<file path="src/sv/pvn_pkg.sv">
`timescale 1ns / 1ps
// Shared types, constants and modular helper for the projective vector normalizer.
// No dependencies.
package pvn_pkg;

    localparam int CW      = 31;             // coordinate / modulus width
    localparam int RANK    = 5;              // coordinates per vector
    localparam int IDXW    = $clog2(RANK);
    localparam int CNTW    = $clog2(CW);
    localparam int AW      = 3;              // APB byte address width

    localparam logic [1:0] STATUS_OK    = 2'd0;
    localparam logic [1:0] STATUS_ZERO  = 2'd1;
    localparam logic [1:0] STATUS_NOINV = 2'd2;

    localparam logic [AW-1:0] ADDR_MODULUS = 3'd0;
    localparam logic [CW-1:0] MODULUS_RST  = 31'd2;

    typedef struct packed {
        logic [CW-1:0] coord_0;
        logic [CW-1:0] coord_1;
        logic [CW-1:0] coord_2;
        logic [CW-1:0] coord_3;
        logic [CW-1:0] coord_4;
    } vec_t;

    typedef struct packed {
        logic [CW-1:0] norm_0;
        logic [CW-1:0] norm_1;
        logic [CW-1:0] norm_2;
        logic [CW-1:0] norm_3;
        logic [CW-1:0] norm_4;
        logic [1:0]    status;
    } res_t;

    typedef struct packed {
        logic          done;
        logic          ok;
        logic [CW-1:0] inv;
    } inv_res_t;

    // (2*acc + b*x) mod p, with acc, x < p
    function automatic logic [CW-1:0] mod_dbl_add(input logic [CW-1:0] acc,
                                                  input logic          b,
                                                  input logic [CW-1:0] x,
                                                  input logic [CW-1:0] p);
        logic [CW:0] s;
        logic [CW:0] t;
        s = {acc, 1'b0};
        if (s >= {1'b0, p})
            s = s - {1'b0, p};
        t = s + (b ? {1'b0, x} : {(CW+1){1'b0}});
        if (t >= {1'b0, p})
            t = t - {1'b0, p};
        return t[CW-1:0];
    endfunction

endpackage

</file>
<file path="src/sv/pvn_mulmod.sv">
`timescale 1ns / 1ps
// Bit-serial modular multiplier: x * y mod p, one bit of y per cycle, MSB first.
// Depends on pvn_pkg.
module pvn_mulmod
    import pvn_pkg::*;
(
    input  logic          clk,
    input  logic          rst_n,
    input  logic          start,
    input  logic [CW-1:0] x,
    input  logic [CW-1:0] y,
    input  logic [CW-1:0] p,
    output logic          done,
    output logic [CW-1:0] prod
);

    logic [CW-1:0]   acc_reg, acc_next;
    logic [CW-1:0]   y_reg, y_next;
    logic [CNTW-1:0] cnt_reg, cnt_next;
    logic            busy_reg, busy_next;
    logic            done_reg, done_next;

    always_comb
    begin
        acc_next  = acc_reg;
        y_next    = y_reg;
        cnt_next  = cnt_reg;
        busy_next = busy_reg;
        done_next = 1'b0;
        if (start)
        begin
            acc_next  = '0;
            y_next    = y;
            cnt_next  = '0;
            busy_next = 1'b1;
        end
        else if (busy_reg)
        begin
            acc_next = mod_dbl_add(acc_reg, y_reg[CW-1], x, p);
            y_next   = {y_reg[CW-2:0], 1'b0};
            cnt_next = cnt_reg + 1'b1;
            if (cnt_reg == CNTW'(CW-1))
            begin
                busy_next = 1'b0;
                done_next = 1'b1;
            end
        end
    end

    always_ff @(posedge clk or negedge rst_n)
    begin
        if (!rst_n)
        begin
            busy_reg <= 1'b0;
            done_reg <= 1'b0;
            cnt_reg  <= '0;
        end
        else
        begin
            busy_reg <= busy_next;
            done_reg <= done_next;
            cnt_reg  <= cnt_next;
        end
    end

    always_ff @(posedge clk)
    begin
        acc_reg <= acc_next;
        y_reg   <= y_next;
    end

    assign done = done_reg;
    assign prod = acc_reg;

endmodule

</file>
<file path="src/sv/pvn_inv.sv">
`timescale 1ns / 1ps
// Extended Euclid modular inverse with shift-subtract division, one step per cycle.
// Depends on pvn_pkg.
module pvn_inv
    import pvn_pkg::*;
(
    input  logic          clk,
    input  logic          rst_n,
    input  logic          start,
    input  logic [CW-1:0] a,      // already reduced below p
    input  logic [CW-1:0] p,
    output inv_res_t      res
);

    localparam logic [2:0] E_IDLE  = 3'd0;
    localparam logic [2:0] E_CHECK = 3'd1;
    localparam logic [2:0] E_UP    = 3'd2;
    localparam logic [2:0] E_DOWN  = 3'd3;
    localparam logic [2:0] E_UPD   = 3'd4;

    logic [2:0]      state_reg, state_next;
    logic [CW-1:0]   r0_reg, r0_next, r1_reg, r1_next;
    logic [CW-1:0]   t0_reg, t0_next, t1_reg, t1_next;
    logic [CW-1:0]   d_reg, d_next, qt_reg, qt_next;
    logic [CNTW-1:0] s_reg, s_next;
    inv_res_t        res_reg, res_next;
    logic            ge;

    assign ge = (r0_reg >= d_reg);

    always_comb
    begin
        state_next = state_reg;
        r0_next = r0_reg;
        r1_next = r1_reg;
        t0_next = t0_reg;
        t1_next = t1_reg;
        d_next  = d_reg;
        qt_next = qt_reg;
        s_next  = s_reg;
        res_next = res_reg;
        res_next.done = 1'b0;
        case (state_reg)
            E_IDLE:
            begin
                if (start)
                begin
                    r0_next = p;
                    r1_next = a;
                    t0_next = '0;
                    t1_next = CW'(1);
                    state_next = E_CHECK;
                end
            end
            E_CHECK:
            begin
                if (r1_reg == '0)
                begin
                    res_next.done = 1'b1;
                    res_next.ok   = (r0_reg == CW'(1));
                    res_next.inv  = t0_reg;
                    state_next = E_IDLE;
                end
                else
                begin
                    d_next  = r1_reg;
                    s_next  = '0;
                    qt_next = '0;
                    state_next = E_UP;
                end
            end
            E_UP:
            begin
                // align divisor under the dividend
                if (!d_reg[CW-1] && ({d_reg[CW-2:0], 1'b0} <= r0_reg))
                begin
                    d_next = {d_reg[CW-2:0], 1'b0};
                    s_next = s_reg + 1'b1;
                end
                else
                    state_next = E_DOWN;
            end
            E_DOWN:
            begin
                if (ge)
                    r0_next = r0_reg - d_reg;
                qt_next = mod_dbl_add(qt_reg, ge, t1_reg, p);
                d_next  = {1'b0, d_reg[CW-1:1]};
                if (s_reg == '0)
                    state_next = E_UPD;
                else
                    s_next = s_reg - 1'b1;
            end
            E_UPD:
            begin
                // r0 now holds the remainder
                r0_next = r1_reg;
                r1_next = r0_reg;
                t0_next = t1_reg;
                if (t0_reg >= qt_reg)
                    t1_next = t0_reg - qt_reg;
                else
                    t1_next = t0_reg + (p - qt_reg);
                state_next = E_CHECK;
            end
            default:
                state_next = E_IDLE;
        endcase
    end

    always_ff @(posedge clk or negedge rst_n)
    begin
        if (!rst_n)
        begin
            state_reg <= E_IDLE;
            res_reg   <= '0;
        end
        else
        begin
            state_reg <= state_next;
            res_reg   <= res_next;
        end
    end

    always_ff @(posedge clk)
    begin
        r0_reg <= r0_next;
        r1_reg <= r1_next;
        t0_reg <= t0_next;
        t1_reg <= t1_next;
        d_reg  <= d_next;
        qt_reg <= qt_next;
        s_reg  <= s_next;
    end

    assign res = res_reg;

endmodule

</file>
<file path="src/sv/projective_vector_normalize_mod_p_unit.sv">
`timescale 1ns / 1ps
// Top level: APB modulus register, sequencer, input capture and result register.
// Depends on pvn_pkg, pvn_mulmod, pvn_inv.
//
// Usage:
//   Input channel vec/vec_valid/vec_stall carries one vector of RANK coordinates.
//   Output channel res/res_valid/res_stall returns the vector scaled so the first
//   nonzero coordinate is 1, plus a status (ok, all-zero, no inverse).
//   The modulus is written over APB at byte address 0 while the block is idle.
//   One item at a time: vec_stall is high from acceptance until the sequencer
//   is back to idle. All-zero vectors and a modulus below two go straight to
//   the output state. Otherwise: the pivot residue in the serial multiplier,
//   then the Euclid loop (each step checks, aligns the divisor, shift-subtracts
//   one quotient bit at a time and updates), then RANK serial multiplies.
//   The result sits in an output register; a new item is accepted while it waits.
//   If the receiver stalls, the finished result is held in the sequencer until
//   the output register frees up.
//   Reset clears the modulus to 2 and drops res_valid.
module projective_vector_normalize_mod_p_unit
    import pvn_pkg::*;
(
    input  logic          clk,
    input  logic          rst_n,
    input  logic          psel,
    input  logic          penable,
    input  logic          pwrite,
    input  logic [AW-1:0] paddr,
    input  logic [31:0]   pwdata,
    output logic [31:0]   prdata,
    output logic          pready,
    input  logic          vec_valid,
    output logic          vec_stall,
    input  vec_t          vec,
    output logic          res_valid,
    input  logic          res_stall,
    output res_t          res
);

    localparam logic [2:0] S_IDLE = 3'd0;
    localparam logic [2:0] S_RES  = 3'd1;
    localparam logic [2:0] S_INV  = 3'd2;
    localparam logic [2:0] S_MUL  = 3'd3;
    localparam logic [2:0] S_OUT  = 3'd4;

    logic [CW-1:0]   modulus_reg;
    logic [2:0]      state_reg, state_next;
    logic [CW-1:0]   vec_reg [RANK];
    logic [CW-1:0]   prod_reg [RANK];
    logic [CW-1:0]   inv_reg;
    logic [IDXW-1:0] idx_reg, idx_next;
    logic [1:0]      status_reg, status_next;
    logic            res_valid_reg;
    res_t            res_reg;

    logic [CW-1:0]   cin [RANK];
    logic [CW-1:0]   pivot_val;
    logic            any_nz;
    logic            accept;

    logic            mul_start;
    logic [CW-1:0]   mul_x, mul_y, mul_prod;
    logic            mul_done;
    logic            inv_start;
    inv_res_t        inv_res;
    logic            load_out;

    // APB
    assign pready = 1'b1;
    assign prdata = (paddr == ADDR_MODULUS) ? {1'b0, modulus_reg} : 32'd0;

    always_ff @(posedge clk or negedge rst_n)
    begin
        if (!rst_n)
            modulus_reg <= MODULUS_RST;
        else if (psel && penable && pwrite && !paddr[AW-1])
            modulus_reg <= pwdata[CW-1:0];
    end

    assign cin[0] = vec.coord_0;
    assign cin[1] = vec.coord_1;
    assign cin[2] = vec.coord_2;
    assign cin[3] = vec.coord_3;
    assign cin[4] = vec.coord_4;

    always_comb
    begin
        pivot_val = '0;
        any_nz    = 1'b0;
        for (int i = RANK - 1; i >= 0; i--)
        begin
            if (cin[i] != '0)
            begin
                pivot_val = cin[i];
                any_nz    = 1'b1;
            end
        end
    end

    assign vec_stall = (state_reg != S_IDLE);
    assign accept    = vec_valid && !vec_stall;
    assign load_out  = (state_reg == S_OUT) && (!res_valid_reg || !res_stall);

    always_comb
    begin
        state_next  = state_reg;
        idx_next    = idx_reg;
        status_next = status_reg;
        mul_start   = 1'b0;
        mul_y       = pivot_val;
        inv_start   = 1'b0;
        case (state_reg)
            S_IDLE:
            begin
                if (accept)
                begin
                    if (modulus_reg < CW'(2))
                    begin
                        status_next = STATUS_NOINV;
                        state_next  = S_OUT;
                    end
                    else if (!any_nz)
                    begin
                        status_next = STATUS_ZERO;
                        state_next  = S_OUT;
                    end
                    else
                    begin
                        mul_start  = 1'b1;
                        state_next = S_RES;
                    end
                end
            end
            S_RES:
            begin
                if (mul_done)
                begin
                    inv_start  = 1'b1;
                    state_next = S_INV;
                end
            end
            S_INV:
            begin
                mul_y = vec_reg[0];
                if (inv_res.done)
                begin
                    if (!inv_res.ok)
                    begin
                        status_next = STATUS_NOINV;
                        state_next  = S_OUT;
                    end
                    else
                    begin
                        idx_next   = '0;
                        mul_start  = 1'b1;
                        state_next = S_MUL;
                    end
                end
            end
            S_MUL:
            begin
                mul_y = vec_reg[IDXW'((RANK - 1 > idx_reg) ? idx_reg + 1'b1 : idx_reg)];
                if (mul_done)
                begin
                    if (idx_reg == IDXW'(RANK - 1))
                    begin
                        status_next = STATUS_OK;
                        state_next  = S_OUT;
                    end
                    else
                    begin
                        idx_next  = idx_reg + 1'b1;
                        mul_start = 1'b1;
                    end
                end
            end
            S_OUT:
            begin
                if (load_out)
                    state_next = S_IDLE;
            end
            default:
                state_next = S_IDLE;
        endcase
    end

    // x is 1 while reducing the pivot, the inverse while scaling
    assign mul_x = (state_reg == S_MUL || state_reg == S_INV) ? inv_res.inv : CW'(1);

    pvn_mulmod u_mul (
        .clk   (clk),
        .rst_n (rst_n),
        .start (mul_start),
        .x     ((state_reg == S_MUL) ? inv_reg : mul_x),
        .y     (mul_y),
        .p     (modulus_reg),
        .done  (mul_done),
        .prod  (mul_prod)
    );

    pvn_inv u_inv (
        .clk   (clk),
        .rst_n (rst_n),
        .start (inv_start),
        .a     (mul_prod),
        .p     (modulus_reg),
        .res   (inv_res)
    );

    always_ff @(posedge clk or negedge rst_n)
    begin
        if (!rst_n)
        begin
            state_reg     <= S_IDLE;
            idx_reg       <= '0;
            status_reg    <= STATUS_OK;
            res_valid_reg <= 1'b0;
        end
        else
        begin
            state_reg  <= state_next;
            idx_reg    <= idx_next;
            status_reg <= status_next;
            if (load_out)
                res_valid_reg <= 1'b1;
            else if (!res_stall)
                res_valid_reg <= 1'b0;
        end
    end

    always_ff @(posedge clk)
    begin
        if (accept)
        begin
            for (int i = 0; i < RANK; i++)
                vec_reg[i] <= cin[i];
        end
        if (state_reg == S_INV && inv_res.done)
            inv_reg <= inv_res.inv;
        if (state_reg == S_MUL && mul_done)
            prod_reg[idx_reg] <= mul_prod;
        if (load_out)
        begin
            res_reg.status <= status_reg;
            res_reg.norm_0 <= (status_reg == STATUS_OK) ? prod_reg[0] : '0;
            res_reg.norm_1 <= (status_reg == STATUS_OK) ? prod_reg[1] : '0;
            res_reg.norm_2 <= (status_reg == STATUS_OK) ? prod_reg[2] : '0;
            res_reg.norm_3 <= (status_reg == STATUS_OK) ? prod_reg[3] : '0;
            res_reg.norm_4 <= (status_reg == STATUS_OK) ? prod_reg[4] : '0;
        end
    end

    assign res_valid = res_valid_reg;
    assign res       = res_reg;

endmodule

</file>
<file path="config.mk">
export PLATFORM = sky130hd
export DESIGN_NAME = projective_vector_normalize_mod_p_unit
export DESIGN_NICKNAME = d
export VERILOG_FILES = /design/src/sv/pvn_pkg.sv /design/src/sv/pvn_mulmod.sv /design/src/sv/pvn_inv.sv /design/src/sv/projective_vector_normalize_mod_p_unit.sv
export SDC_FILE = /design/constraint.sdc
export NUM_CORES = 2
export LEC_CHECK = 0
export BUFFER_PORTS_ARGS = -buffer_cell sky130_fd_sc_hd__buf_2
export CORE_UTILIZATION = 57
export DETAILED_ROUTE_END_ITERATION = 16
export PLACE_DENSITY = 0.75
export SYNTH_ARGS = -nofsm -noshare
export SYNTH_HDL_FRONTEND = slang
export SYNTH_SLANG_ARGS = --single-unit
export TNS_END_PERCENT = 5
</file>
<file path="constraint.sdc">
create_clock -name clk -period 10.94 [get_ports clk]
set_clock_uncertainty 0.1 [all_clocks]
set_input_delay 1.094 -clock clk [delete_from_list [all_inputs] [get_ports clk]]
set_output_delay 1.094 -clock clk [all_outputs]
set_load 0.005 [all_outputs]
</file>
==> out/metrics.cfg <==
[route]
drt_wl_total_mm = 149
route.met2.wl_mm = 69.3
drc = 0
met3WireLength_mm = 12.7
wl_per_cell_um = 23.2
top_layer = met5
first_pass_iters = 6
wl_met1_mm = 60.9
drtIter0Drc = 3875
vias = 40000
antenna_left = 0
avgViaCountPerCell = 6.24

[sta]
fin_crit_ps = 9680
worst_pin_slew_ps = 1190
rsz0062_at_grt = no
finalSetupViolCount = 0
hold_violations = 0
slew_headroom_pct = 20.1
fin_ws_ps = 1260
timing.fmax_mhz = 103
maxSlewViolCount = 0
fin_tns_setup_ps = 0
fin_crit_sh_pct = 88.5

[yosys]
synth_edf_count = 720
ys_ff_latch = 834
synthCells = 4826
async_flop_share_pct = 9.95
syn-cell-area_um2 = 50800
yosysWarningCount = 0
syn-num-nets = 5377
synth.distinct_cells = 86
netlist.area_leader.share_pct = 42.6
synth.area.top_cells = edfxtp_1, ha_1, dfrtp_1
synth_ff_type = edfxtp_1
synth_most_common_cell = edfxtp_1
yosysTopAreaCell = edfxtp_1
synth_common_cells = edfxtp_1, a21oi_1, o21ai_0, nand2_1, inv_1
synth.avg_cell_area_um2 = 10.5
ys_seq_area_share_pct = 47.9

[setup_path]
startpoint_type = register
critPathArrivalTime_ps = 9950
cp_top_family = compound AO/OA/AOI/OAI gates
cp_max_fo = 27
worstReg2RegStart = modulus_reg[1]
slowest_delay_ps = 600
timing.critical_path.buf_inv = 2
worstSetupPathType = register to register
reg2reg_depth = 29
worstPathRequired_ps = 11210
crit_path_top_delay_cell = o211a_1
rr_endpoint = u_inv.qt_reg[2]
ff2ff_setup_slack_ps = 1260
critPathCaptureType = register

[cts]
hold_buffers = 0
clockBufferDepth = 3
clock_latency_ps = 680
cts_tree = done
cts_buffers = 89
post_cts_buffers = 0
clkSinkCount = 834
ctsResizeCount = 0
cts_root_buf = clkbuf_16
h-tree-depth = 3
clkTransAtPathRegs_ps = 60

[floorplan]
num_rows = 109
start_util_pct = 57.5
coreArea_um2 = 88200
dieArea_um2 = 90200
die_h_um = 300
die_w_um = 300
ios = 389

[worst_hold_path]
hp-class = primary input to async pin

[placement]
post-place-ws_ps = 1460
port_buffers = 385
dp_hpwl_mm = 108
gp_congestion = 0.985

[global_routing]
antenna_found_initial = 11
grt-ovfl-total = 0
grt_usage_pct = 32.4
grt_start_max_net_pins = 158
grt_pass1_wl_mm = 222
grt_pass1_vias = 37300

[finish]
largest_reg_flops = 157
layout-drive-gt1-share_pct = 14.3
area_growth_pct = 12.5
fin_nets = 5724

[run_status]
status = finished, final reports clean

[run]
maxCapViolations = 0

==> cell families after synthesis <==
logic type | Yosys count | synth area share [%]
AOI/OAI and AO/OA | 1295 | 15.9
DFF | 834 | 47.9
muxes | 220 | 5.28
buffers and inverters | 503 | 3.78
xor gates and xnor gates | 233 | 4.07
adders and majority gates | 354 | 9.30
and+or+nand+nor | 1385 | 13.8
other | 2 | 0.0148
==> worst register-to-register path: cells and delay by family, from the launching register on <==
family | cells | cell delay (ps)
AO/OA/AOI/OAI | 15 | 4230
AND/OR/NAND/NOR | 7 | 2000
adder cells (fa/ha/maj) | 3 | 1300
buffers and inverters | 2 | 610
flip-flops | 1 | 580
multiplexers | 1 | 400
XOR/XNOR | 1 | 140
==> placed cells by master, fill, tap and decap left out, types with 24 or more instances in the layout <==
master / n
a211oi_1: 43
a21o_1: 113
a21oi_1: 375
a22oi_1: 31
a31oi_1: 60
and2_1: 200
and3_1: 57
buf_2: 384
buf_4: 55
clkbuf_1: 24
clkbuf_16: 89
dfrtp_1: 79
dfxtp_1: 31
edfxtp_1: 720
fa_1: 39
ha_1: 315
inv_1: 317
mux2_2: 70
mux2i_1: 119
mux4_2: 31
nand2_1: 325
nand2b_1: 32
nand3_1: 90
nand4_1: 54
nor2_1: 301
nor2b_1: 72
nor3_1: 75
nor4_1: 66
o211ai_1: 52
o21a_1: 58
o21ai_0: 330
o21bai_1: 64
o31ai_1: 28
xnor2_1: 138
xor2_1: 93
==> through the flow <==
| stage | instance area, um2 | cells | utilization, % | hold slack (ps) |
|---|---|---|---|---|
| floorplan | 50800 | 4826 | - | 342 |
| global placement | 54000 | 6246 | 61.2 | 356 |
| detailed placement | 54000 | 6246 | 61.2 | 361 |
| CTS | 57100 | 6411 | 64.7 | 207 |
| global route | 57100 | 6413 | 64.7 | 233 |
| finish | 57100 | 6415 | 64.7 | 234 |
==> area by class of cell <==
type	count	area (um2)
tap	1165	1460
fill	6971	31100
multi-input combinational	3489	24700
clock inverter	46	664
sequential	834	24300
clock buffer	119	2400
antenna	3	7.51
timing repair buffer	441	2370
inverter	318	1200
==> routing by layer <==
metal,vias up,GRT usage (%)
met5,-,0
met4,2,13.4
met3,324,5.38
met2,1854,52.1
met1,19300,43.6
li1,18500,-
==> worst max path at each step <==
stage | cells past startpoint | from | slack (ps) | end
floorplan | 1 | res_stall | 1460 | res[0]
global placement | 29 | modulus_reg[1] | 1650 | u_inv.qt_reg[27]
detailed placement | 29 | modulus_reg[1] | 1460 | u_inv.qt_reg[2]
CTS | 29 | modulus_reg[1] | 1390 | u_inv.qt_reg[27]
global route | 29 | modulus_reg[1] | 610 | u_inv.qt_reg[2]
finish | 29 | modulus_reg[1] | 1260 | u_inv.qt_reg[2]
Power is not shown: default switching activity piles up to over one toggle a cycle in this logic, so the estimate is an artifact.
